<file path="config.mk">
export PLATFORM = sky130hd
export DESIGN_NAME = sprite_frame_sequencer
export DESIGN_NICKNAME = d
export VERILOG_FILES = /design/src/sv/sfs_pkg.sv /design/src/sv/sprite_frame_sequencer.sv /design/src/sv/sfs_regs.sv /design/src/sv/sfs_step.sv
export SDC_FILE = /design/constraint.sdc
export NUM_CORES = 1
export LEC_CHECK = 0
export CORE_MARGIN = 2
export CORE_UTILIZATION = 35
export DETAILED_ROUTE_END_ITERATION = 10
export DONT_BUFFER_PORTS = 1
export HOLD_SLACK_MARGIN = 0.15
export PLACE_DENSITY_LB_ADDON = 0.2
export SLEW_MARGIN = 30
export SYNTH_ARGS = -nofsm -noshare
export SYNTH_HDL_FRONTEND = slang
export SYNTH_HIERARCHICAL = 1
export SYNTH_SLANG_ARGS = --single-unit
</file>
<file path="constraint.sdc">
create_clock -name clk_i -period 6.8 [get_ports clk_i]
set_input_delay 1.36 -clock clk_i [delete_from_list [all_inputs] [get_ports clk_i]]
set_output_delay 1.36 -clock clk_i [all_outputs]
set_load 0.05 [all_outputs]
</file>
<file path="src/sv/sfs_pkg.sv">
`default_nettype none

package sfs_pkg;

  localparam int unsigned AddrW = 5;

  localparam logic [2:0] RegStartFrame  = 3'd0;
  localparam logic [2:0] RegEndFrame    = 3'd1;
  localparam logic [2:0] RegStartRow    = 3'd2;
  localparam logic [2:0] RegEndRow      = 3'd3;
  localparam logic [2:0] RegFramePeriod = 3'd4;
  localparam logic [2:0] RegPlayMode    = 3'd5;
  localparam logic [2:0] RegCellWidth   = 3'd6;
  localparam logic [2:0] RegCellHeight  = 3'd7;

  localparam logic [2:0] ModeLoopFwd = 3'd0;
  localparam logic [2:0] ModeLoopBwd = 3'd1;
  localparam logic [2:0] ModeOnceFwd = 3'd2;
  localparam logic [2:0] ModeOnceBwd = 3'd3;

  localparam logic OpTick    = 1'b0;
  localparam logic OpRestart = 1'b1;

  localparam logic [2:0]  RstStartFrame  = 3'd0;
  localparam logic [2:0]  RstEndFrame    = 3'd7;
  localparam logic [7:0]  RstStartRow    = 8'd0;
  localparam logic [7:0]  RstEndRow      = 8'd0;
  localparam logic [23:0] RstFramePeriod = 24'd100000;
  localparam logic [2:0]  RstPlayMode    = ModeLoopFwd;
  localparam logic [10:0] RstCellWidth   = 11'd256;
  localparam logic [10:0] RstCellHeight  = 11'd256;

  typedef struct packed {
    logic [2:0]  start_frame;
    logic [2:0]  end_frame;
    logic [7:0]  start_row;
    logic [7:0]  end_row;
    logic [23:0] frame_period;
    logic [2:0]  play_mode;
    logic [10:0] cell_width;
    logic [10:0] cell_height;
  } cfg_t;

  typedef struct packed {
    logic [7:0]  row;
    logic [31:0] acc;
    logic        done;
    logic        holding;
  } seq_state_t;

endpackage

`default_nettype wire

</file>
<file path="src/sv/sprite_frame_sequencer.sv">
// Sprite-sheet animation stepper.
// Input channel (in_valid_i / in_stall_o) carries one word per item: op_i selects a
// tick, which adds elapsed_us_i to the time accumulator and steps at most one frame
// when a period has elapsed, or a restart, which reloads the start position.
// Output channel (out_valid_o / out_stall_i) returns one word per item: the new
// frame column and row, their pixel offsets and the sticky done flag.
// An accepted word passes from the input register to the result register, which
// sets out_valid_o; one item is taken every cycle while the receiver does not stall,
// through the combinational accumulate, compare and step between the two registers.
// When the receiver stalls, the result word holds and the input register still
// takes one more word; after that in_stall_o rises until the result is taken.
// Reset empties both registers, clears position, accumulator and done flag, and
// loads the default configuration. Configuration, set through APB, acts on the next
// tick and at once on the pixel offsets; write it only while no word is in flight.
`default_nettype none

module sprite_frame_sequencer #(
  parameter int unsigned FramesPerRow = 8
) (
  input  wire logic                      clk_i,
  input  wire logic                      rst_ni,
  input  wire logic                      in_valid_i,
  output logic                           in_stall_o,
  input  wire logic                      op_i,
  input  wire logic [15:0]               elapsed_us_i,
  output logic                           out_valid_o,
  input  wire logic                      out_stall_i,
  output logic      [12:0]               cell_left_o,
  output logic      [17:0]               cell_top_o,
  output logic      [2:0]                frame_col_o,
  output logic      [7:0]                frame_row_o,
  output logic                           done_res_o,
  input  wire logic                      psel,
  input  wire logic                      penable,
  input  wire logic                      pwrite,
  input  wire logic [sfs_pkg::AddrW-1:0] paddr,
  input  wire logic [31:0]               pwdata,
  output logic      [31:0]               prdata,
  output logic                           pready
);

  localparam int unsigned ColW = ($clog2(FramesPerRow) > 3) ? $clog2(FramesPerRow) : 3;

  sfs_pkg::cfg_t       cfg;
  sfs_pkg::seq_state_t st_q, st_d;
  logic [ColW-1:0]     col_q, col_d;

  logic        in_valid_q;
  logic        op_q;
  logic [15:0] el_q;
  logic        in_load;
  logic        adv;

  logic            out_valid_q;
  logic [ColW-1:0] res_col_q;
  logic [7:0]      res_row_q;
  logic            res_done_q;

  logic [ColW+10:0] left_prod;
  logic [18:0]      top_prod;

  sfs_regs u_regs (
    .clk_i   (clk_i),
    .rst_ni  (rst_ni),
    .psel    (psel),
    .penable (penable),
    .pwrite  (pwrite),
    .paddr   (paddr),
    .pwdata  (pwdata),
    .prdata  (prdata),
    .pready  (pready),
    .cfg_o   (cfg)
  );

  sfs_step #(
    .FramesPerRow (FramesPerRow),
    .ColW         (ColW)
  ) u_step (
    .cfg_i        (cfg),
    .col_i        (col_q),
    .st_i         (st_q),
    .op_i         (op_q),
    .elapsed_us_i (el_q),
    .col_o        (col_d),
    .st_o         (st_d)
  );

  assign adv        = in_valid_q && (!out_valid_q || !out_stall_i);
  assign in_stall_o = in_valid_q && !(!out_valid_q || !out_stall_i);
  assign in_load    = in_valid_i && !in_stall_o;

  always_ff @(posedge clk_i or negedge rst_ni) begin
    if (!rst_ni) begin
      in_valid_q <= 1'b0;
    end else if (in_load) begin
      in_valid_q <= 1'b1;
    end else if (adv) begin
      in_valid_q <= 1'b0;
    end
  end

  always_ff @(posedge clk_i) begin
    if (in_load) begin
      op_q <= op_i;
      el_q <= elapsed_us_i;
    end
  end

  always_ff @(posedge clk_i or negedge rst_ni) begin
    if (!rst_ni) begin
      col_q <= '0;
      st_q  <= '0;
    end else if (adv) begin
      col_q <= col_d;
      st_q  <= st_d;
    end
  end

  always_ff @(posedge clk_i or negedge rst_ni) begin
    if (!rst_ni) begin
      out_valid_q <= 1'b0;
    end else if (adv) begin
      out_valid_q <= 1'b1;
    end else if (!out_stall_i) begin
      out_valid_q <= 1'b0;
    end
  end

  always_ff @(posedge clk_i) begin
    if (adv) begin
      res_col_q  <= col_d;
      res_row_q  <= st_d.row;
      res_done_q <= st_d.done;
    end
  end

  assign left_prod = {11'd0, res_col_q} * {{ColW{1'b0}}, cfg.cell_width};
  assign top_prod  = {11'd0, res_row_q} * {8'd0, cfg.cell_height};

  assign out_valid_o = out_valid_q;
  assign cell_left_o = left_prod[12:0];
  assign cell_top_o  = top_prod[17:0];
  assign frame_col_o = res_col_q[2:0];
  assign frame_row_o = res_row_q;
  assign done_res_o  = res_done_q;

  a_hold_implies_done: assert property (@(posedge clk_i) disable iff (!rst_ni)
    st_q.holding |-> st_q.done)
    else $error("holding set without done");

  a_stall_only_when_full: assert property (@(posedge clk_i) disable iff (!rst_ni)
    in_stall_o |-> (in_valid_q && out_valid_q))
    else $error("input stalled with a free stage");

  a_adv_fills_output: assert property (@(posedge clk_i) disable iff (!rst_ni)
    adv |=> out_valid_q)
    else $error("advanced word did not reach the result register");

  a_restart_clears: assert property (@(posedge clk_i) disable iff (!rst_ni)
    (adv && op_q == sfs_pkg::OpRestart) |=> (st_q.acc == '0 && !st_q.done && !st_q.holding))
    else $error("restart did not clear the sequence state");

endmodule

`default_nettype wire

</file>
<file path="src/sv/sfs_regs.sv">
`default_nettype none

module sfs_regs (
  input  wire logic                       clk_i,
  input  wire logic                       rst_ni,
  input  wire logic                       psel,
  input  wire logic                       penable,
  input  wire logic                       pwrite,
  input  wire logic [sfs_pkg::AddrW-1:0]  paddr,
  input  wire logic [31:0]                pwdata,
  output logic      [31:0]                prdata,
  output logic                            pready,
  output sfs_pkg::cfg_t                   cfg_o
);

  sfs_pkg::cfg_t cfg_q;
  logic [2:0]    idx;
  logic          wr_en;

  assign idx    = paddr[4:2];
  assign wr_en  = psel && penable && pwrite;
  assign pready = 1'b1;
  assign cfg_o  = cfg_q;

  always_ff @(posedge clk_i or negedge rst_ni) begin
    if (!rst_ni) begin
      cfg_q.start_frame  <= sfs_pkg::RstStartFrame;
      cfg_q.end_frame    <= sfs_pkg::RstEndFrame;
      cfg_q.start_row    <= sfs_pkg::RstStartRow;
      cfg_q.end_row      <= sfs_pkg::RstEndRow;
      cfg_q.frame_period <= sfs_pkg::RstFramePeriod;
      cfg_q.play_mode    <= sfs_pkg::RstPlayMode;
      cfg_q.cell_width   <= sfs_pkg::RstCellWidth;
      cfg_q.cell_height  <= sfs_pkg::RstCellHeight;
    end else if (wr_en) begin
      unique case (idx)
        sfs_pkg::RegStartFrame:  cfg_q.start_frame  <= pwdata[2:0];
        sfs_pkg::RegEndFrame:    cfg_q.end_frame    <= pwdata[2:0];
        sfs_pkg::RegStartRow:    cfg_q.start_row    <= pwdata[7:0];
        sfs_pkg::RegEndRow:      cfg_q.end_row      <= pwdata[7:0];
        sfs_pkg::RegFramePeriod: cfg_q.frame_period <= pwdata[23:0];
        sfs_pkg::RegPlayMode:    cfg_q.play_mode    <= pwdata[2:0];
        sfs_pkg::RegCellWidth:   cfg_q.cell_width   <= pwdata[10:0];
        sfs_pkg::RegCellHeight:  cfg_q.cell_height  <= pwdata[10:0];
        default: ;
      endcase
    end
  end

  always_comb begin
    unique case (idx)
      sfs_pkg::RegStartFrame:  prdata = {29'd0, cfg_q.start_frame};
      sfs_pkg::RegEndFrame:    prdata = {29'd0, cfg_q.end_frame};
      sfs_pkg::RegStartRow:    prdata = {24'd0, cfg_q.start_row};
      sfs_pkg::RegEndRow:      prdata = {24'd0, cfg_q.end_row};
      sfs_pkg::RegFramePeriod: prdata = {8'd0, cfg_q.frame_period};
      sfs_pkg::RegPlayMode:    prdata = {29'd0, cfg_q.play_mode};
      sfs_pkg::RegCellWidth:   prdata = {21'd0, cfg_q.cell_width};
      sfs_pkg::RegCellHeight:  prdata = {21'd0, cfg_q.cell_height};
      default:                 prdata = 32'd0;
    endcase
  end

endmodule

`default_nettype wire

</file>
<file path="src/sv/sfs_step.sv">
`default_nettype none

module sfs_step #(
  parameter int unsigned FramesPerRow = 8,
  parameter int unsigned ColW         = 3
) (
  input  wire sfs_pkg::cfg_t       cfg_i,
  input  wire logic [ColW-1:0]     col_i,
  input  wire sfs_pkg::seq_state_t st_i,
  input  wire logic                op_i,
  input  wire logic [15:0]         elapsed_us_i,
  output logic      [ColW-1:0]     col_o,
  output sfs_pkg::seq_state_t      st_o
);

  localparam logic [ColW:0]   Fpr     = FramesPerRow[ColW:0];
  localparam logic [ColW-1:0] LastCol = ColW'(FramesPerRow - 1);

  logic [32:0]   sum;
  logic [31:0]   acc_sat;
  logic          due;
  logic [ColW:0] col_inc;
  logic [ColW:0] end_ext;
  logic [ColW:0] start_ext;
  logic [ColW:0] col_ext;
  logic          loop_fwd;

  assign sum       = {1'b0, st_i.acc} + {17'd0, elapsed_us_i};
  assign acc_sat   = sum[32] ? '1 : sum[31:0];
  assign due       = !st_i.holding && (cfg_i.play_mode <= sfs_pkg::ModeOnceBwd)
                     && (acc_sat >= {8'd0, cfg_i.frame_period});
  assign col_ext   = {1'b0, col_i};
  assign col_inc   = col_ext + 1'b1;
  assign end_ext   = (ColW + 1)'(cfg_i.end_frame);
  assign start_ext = (ColW + 1)'(cfg_i.start_frame);
  assign loop_fwd  = (cfg_i.play_mode == sfs_pkg::ModeLoopFwd);

  always_comb begin
    col_o = col_i;
    st_o  = st_i;
    if (op_i == sfs_pkg::OpRestart) begin
      col_o        = ColW'(cfg_i.start_frame);
      st_o.row     = cfg_i.start_row;
      st_o.acc     = '0;
      st_o.done    = 1'b0;
      st_o.holding = 1'b0;
    end else begin
      st_o.acc = acc_sat;
      if (due) begin
        st_o.acc = acc_sat - {8'd0, cfg_i.frame_period};
        case (cfg_i.play_mode) inside
          sfs_pkg::ModeLoopFwd, sfs_pkg::ModeOnceFwd: begin
            if (st_i.row == cfg_i.end_row && col_inc > end_ext) begin
              st_o.done = 1'b1;
              if (loop_fwd) begin
                col_o    = ColW'(cfg_i.start_frame);
                st_o.row = cfg_i.start_row;
              end else begin
                col_o        = ColW'(cfg_i.end_frame);
                st_o.row     = cfg_i.end_row;
                st_o.holding = 1'b1;
              end
            end else if (col_inc >= Fpr) begin
              st_o.row = st_i.row + 8'd1;
              col_o    = '0;
            end else begin
              col_o = col_inc[ColW-1:0];
            end
          end
          sfs_pkg::ModeLoopBwd: begin
            if (st_i.row == cfg_i.start_row && col_ext <= start_ext) begin
              st_o.done = 1'b1;
              col_o     = ColW'(cfg_i.end_frame);
              st_o.row  = cfg_i.end_row;
            end else if (col_i == '0) begin
              st_o.row = st_i.row - 8'd1;
              col_o    = LastCol;
            end else begin
              col_o = col_i - 1'b1;
            end
          end
          default: ;
        endcase
      end
    end
  end

endmodule

`default_nettype wire
</file>
======== Yosys cells after proc, flatten, opt, wreduce, memory -nomap -nowiden ========
Cells that the tools add are included.
word-level totals
  flip-flop bits (word level) ............. 147
  latch bits .............................. 0
  bits of input ports ..................... 61
  memory bits (read-only) ................. 0
  RAM bits ................................ 0
  memories kept ........................... 0
  word-level logic and storage cells ...... 108
  output and inout bits ................... 78
operators by class
  eq/ne operators ......................... 13
  muxes and demuxes ....................... 30
  multipliers ............................. 2
  bitwise logic cells ..................... 0
  reduce and logical (&&, ||, !) cells .... 32
  $lt $le $gt $ge ......................... 5
  shift operators ......................... 0
  divide/modulo/power cells ............... 0
  add/subtract/negate cells ............... 6
operators by type and width
  kind                                                                    number
  32-bit one-hot mux with 8 select lines                                  1
  42-bit 2-to-1 mux                                                       2
  8-bit 2-to-1 mux                                                        7
  32-bit by 16-bit adder with 33-bit output                               1
  32-bit by 24-bit greater-or-equal comparator with 1-bit output          1
  32-bit 2-to-1 mux                                                       1
  32-bit by 24-bit subtractor with 32-bit output                          1
  3-bit 2-to-1 mux                                                        9
  8-bit by 11-bit multiplier with 18-bit output                           1
  8-bit equality test                                                     2
  2-bit AND reduction                                                     8
  3-bit by 11-bit multiplier with 13-bit output                           1
  3-bit equality test (second input constant)                             4
  3-bit by 2-bit equality test with 1-bit output (second input constant)  3
  1-bit logical AND                                                       9
  3-bit logical NOT                                                       3
  1-bit 2-to-1 mux                                                        9
  8-bit by 1-bit adder with 8-bit output (second input constant)          1
  2-bit nonzero test                                                      4
  8-bit by 1-bit subtractor with 8-bit output (second input constant)     1
  3-bit by 1-bit equality test with 1-bit output (second input constant)  2
  1-bit logical NOT                                                       5
  5-bit AND reduction                                                     1
  3-bit by 1-bit adder with 4-bit output (second input constant)          1
  other kinds (10)                                                        10

======== Logic depth before layout (Yosys ltp) ========
  depth in word-level cells ............... 7
  mapped depth ............................ 23
  depth with buffers taken out ............ 20

======== By module ========
The synthesis kept the hierarchy.
modules (own cells, without submodules)
  module                  cells an instance  sequential area each (um^2)  instances  area an instance (um^2)
  sprite_frame_sequencer  602                2047.0                       1          6399.9
  sfs_step                744                0.0                          1          4904.7
  sfs_regs                240                1790.5                       1          3384.5

======== Worst setup path after synthesis ========
OpenSTA, ideal clock, no wires.
  path type ............................... reg-to-output
  start point ............................. register res_row_q[7], in the netlist frame_row_o[7]
  end point ............................... output cell_top_o[15]
  data required time ...................... 5.440 ns
  path slack .............................. 0.030 ns
  path buffers ............................ 1
  arrival ................................. 5.410 ns
  stages on the path, launching flop included .. 16
  cells stage by stage .................... edfxtp_1 > clkbuf_1 > nand2_1 > fa_1 > fa_1 > inv_1 > fa_1 > inv_1 > fa_1 > inv_1 > ha_1 > o211ai_1 > a21oi_1 > o21ai_2 > and2_1 > o311ai_1
between the ends
  cells in the longest elaborated chain, start to end .. 1
RTL lines
  what                                           RTL line                       source
  start, declared                                sprite_frame_sequencer.sv:56   logic [7:0] res_row_q;
  start signal, assigned                         sprite_frame_sequencer.sv:132  res_row_q <= st_d.row;
  8-bit by 11-bit multiplier with 18-bit output  sprite_frame_sequencer.sv:138  assign top_prod = {11'd0, res_row_q} * {8'd0, cfg.cell_height};
  end, declared                                  sprite_frame_sequencer.sv:29   output logic [17:0] cell_top_o,
Every way passes these cells.

======== Worst setup path after layout ========
  start point ............................. register res_row_q[5], in the netlist frame_row_o[5]
  end point ............................... output cell_top_o[15]
Same word-level chain as after synthesis.

==> reports/results.tsv <==
stage	metric	value	unit
timing	setup TNS	0	ns
synthesis	Ys Warns	6	
timing	Slew headroom	33.49	%
floorplan	die width	208.9	µm
power	Clock power frac	11.9	%
route	vias	11495	
worst_setup_path	CP endpoint kind	primary output	
timing	RSZ-0062 raised after global routing	false	
power	Comb power frac	70.0	%
power	Power Density	523.4	nW/µm²
synthesis	post-synthesis compound-gate area fraction	15.37	%
floorplan	Rows	75	
power	Seq pwr share	18.1	%
global_routing	All-Layer GR Usage	18.53	%
power	Internal Pwr Total	3.913	mW
route	post-DR wirelength/cell	18.89	µm
clock_network	CTS tree	yes	
global_routing	GRT overflow	0	
worst_setup_path	reg2reg setup slack	0.66	ns
worst_setup_path	reg2reg end	st_q[17]	
timing	final hold vios	0	
route	DR pass1 iterations	5	
floorplan	core footprint	41670	µm²
worst_setup_path	worst reg2reg startpoint	el_q[0]	
synthesis	EDFF count, synth	29	
min_path	WHS Path Cells	1	
global_routing	initial antenna violation count	0	
synthesis	register area share after synthesis	26.12	%
timing	FMAX	152.7	MHz
clock_network	CTS Hold Bufs	0	
route	Via density	5.420	
final_layout	Final #Nets	1795	
synthesis	number of synthesized register bits	147	
synthesis	area share of fa/ha/maj cells after synthesis	17.38	%
synthesis	multiplexer share of the synthesized area	12.79	%
synthesis	count of cell types in the netlist	93	
clock_network	htree depth	4	
run	number of max-cap violations	0	
clock_network	clock buffer depth	2	
worst_setup_path	CP startpoint kind	register	
timing	Finish-stage setup viols	0	
worst_setup_path	Worst Path Required	5.44	ns
global_routing	pin count of the biggest net entering global routing	119	
final_layout	Synth-to-Final Area Change	8.603	%
outcome	outcome	finished, final reports clean	
floorplan	initial core utilization	35.26	%
route	final wirelength	40060	µm
place	Final HPWL DP	30830	µm
timing	period utilization	96.28	%
worst_setup_path	Critical Path Start	frame_row_o[5]	
synthesis	prevailing post-synth register cell	dfrtp_1	
synthesis	combinational family with the most area after synthesis	adder cells	
place	DP Area	15340	µm²
final_layout	Post-Layout Cell Count	2121	
global_routing	number of global-route vias before repair	11508	
route	DRC Markers	0	
timing	Worst Skew	0.01549	ns
synthesis	Post-Synth XOR/XNOR Area	5.281	%
worst_setup_path	Register-to-Register Path Depth	18	
floorplan	io pins	139	
worst_setup_path	Setup CP Type	reg2out	
synthesis	Syn Inst Count	1586	
route	Final ANT Viol Nets	0	
global_routing	first-pass GRT wire length	64140	µm
place	Placed Cells	2089	
power	sw frac	53.14	%
min_path	Hold/Removal Path Class	reg2reg	
floorplan	die area	43620	µm²
power	leak pwr	7.239	nW
timing	Final Slew Violations	0	
synthesis	synthesized cell area	14690	µm²
final_layout	cell area after layout	15950	µm²
route	drt initial violations	587	
clock_network	Worst-Skew Late Latency	0.44	ns
worst_setup_path	WP data arrival	5.19	ns
final_layout	n_diodes	0	
clock_network	CTS root buffer	clkbuf_16	
timing	crit path time final	6.547	ns
clock_network	clock transition at the registers of the reported paths	0.07	ns
synthesis	average size of a mapped cell	9.262	µm²
final_layout	share of post-route cells with drive strength above 1	15.74	%
place	IO Port Bufs	0	
place	GP Congestion	0.8834	
clock_network	# clock sinks	147	
final_layout	fill count	4266	
floorplan	chip height	208.9	µm
worst_setup_path	worst-path fanout max	9	
final_layout	most frequent cells in the layout	inv_1 (148), nand2_1 (137), mux2_2 (118)	
clock_network	CTS Buf Count	17	
power	Peak supply drop	612.3	µV
synthesis	asr flop ratio synth	80.27	%
timing	Worst Max-Slew Pin Slew	0.9943	ns
worst_setup_path	CP endpoint	cell_top_o[15]	
power	switching pwr	4.437	mW
synthesis	fraction of the mapped netlist area in simple logic gates	16.58	%
final_layout	most common cell after layout, fill and taps aside	inv_1	
## routing by layer
metal / GRT usage [%] / vias to the layer above / part of all wire (%)
met5: 0 / - / 0
met4: 5.394 / 0 / 2.1
met3: 2.359 / 40 / 3.2
met2: 32.11 / 243 / 50
met1: 24.19 / 5678 / 45
li1: - / 5534 / -
## state kept, by name, summed over array words and instances (netlist names)
signal	count
frame_col_o	3
frame_row_o	8
el_q	16
op_q	1
in_valid_q	1
st_q	42
u_regs/cfg_o	71
done_res_o	1
col_q	3
out_valid_o	1
## repair_timing
item | 4_1_cts | 5_1_grt
setup buffers | 0 | 0
setup endpoints to repair | 0 | 1
gates resized for setup | 0 | 2
## synthesized netlist by cell type (14+ instances only)
library cell | number | area share [%]
o21ai_0 | 50 | 1.7
nand2_1 | 138 | 3.5
nor3_1 | 23 | 0.78
a21oi_1 | 69 | 2.4
o211ai_1 | 15 | 0.77
and3_1 | 14 | 0.60
xnor2_1 | 48 | 2.9
dfrtp_1 | 107 | 18
clkbuf_1 | 41 | 1.0
nor2_1 | 79 | 2.0
fa_1 | 65 | 8.9
mux2i_1 | 28 | 1.9
a21o_1 | 23 | 1.2
xor2_1 | 38 | 2.3
nand3_1 | 30 | 1.0
and2_1 | 107 | 4.6
buf_4 | 14 | 0.72
ha_1 | 100 | 8.5
nand4_1 | 17 | 0.72
edfxtp_1 | 29 | 5.9
buf_2 | 21 | 0.72
a211oi_1 | 36 | 1.8
inv_1 | 148 | 3.8
mux2_2 | 118 | 9.0
## how the worst min path moves through the flow
stage | slack, ns | start | to
floorplan | 0.44 | in_valid_q | out_valid_o
global placement | 0.46 | in_valid_q | out_valid_o
detailed placement | 0.49 | in_valid_q | out_valid_o
CTS | 0.50 | in_valid_q | out_valid_o
global route | 0.51 | in_valid_q | out_valid_o
finish | 0.49 | in_valid_q | out_valid_o
## cell type report
class | count | area, µm² | area share, %
clock buffer | 19 | 454.2 | 2.847
tap | 539 | 674.4 | 4.227
timing repair buffer | 35 | 262.8 | 1.647
multi-input combinational | 1220 | 10020 | 62.80
clock inverter | 13 | 150.1 | 0.9412
inverter | 148 | 555.5 | 3.482
sequential | 147 | 3837 | 24.05
## worst max-delay path, stage by stage, from the launching register on
cell and delay, ns:
edfxtp_1 0.52, buf_4 0.29, nand2_1 0.09, fa_1 0.48, fa_1 0.54, inv_1 0.05
fa_1 0.52, inv_1 0.05, fa_1 0.52, inv_1 0.04, ha_1 0.36, o211ai_1 0.11
a21oi_1 0.29, o21ai_2 0.16, and2_1 0.19, o311ai_2 0.28, buf_4 0.25
## power by group through the flow
stage	clock [mW]	combinational, mW	sequential, mW
3_3_place_gp	0	5.72	1.52
4_1_cts	1.01	5.83	1.51
6_report	0.994	5.85	1.51
2_1_floorplan	0	4.64	1.38
5_1_grt	1.05	6.45	1.56
3_5_place_dp	0	5.78	1.53
## metrics by stage
stage | power (mW) | setup WS [ns] | utilization, % | hold WS, ns
floorplan | 6.013 | 0.02998 | - | 0.4434
finish | 8.350 | 0.2530 | 38.29 | 0.4925
CTS | 8.360 | 0.1637 | 38.26 | 0.5009
global route | 9.061 | 0.03983 | 38.29 | 0.5061
global placement | 7.239 | 0.6673 | 36.69 | 0.4610
detailed placement | 7.314 | 0.6582 | 36.81 | 0.4851
## cells by family after synthesis
| family | Yosys count |
|---|---|
| simple gates | 476 |
| other cells | 2 |
| mux | 162 |
| compound gates | 321 |
| buf+inv | 226 |
| xor+xnor | 87 |
| fa+ha+maj | 165 |
| flops | 147 |
(Power assumes the default switching activity.)
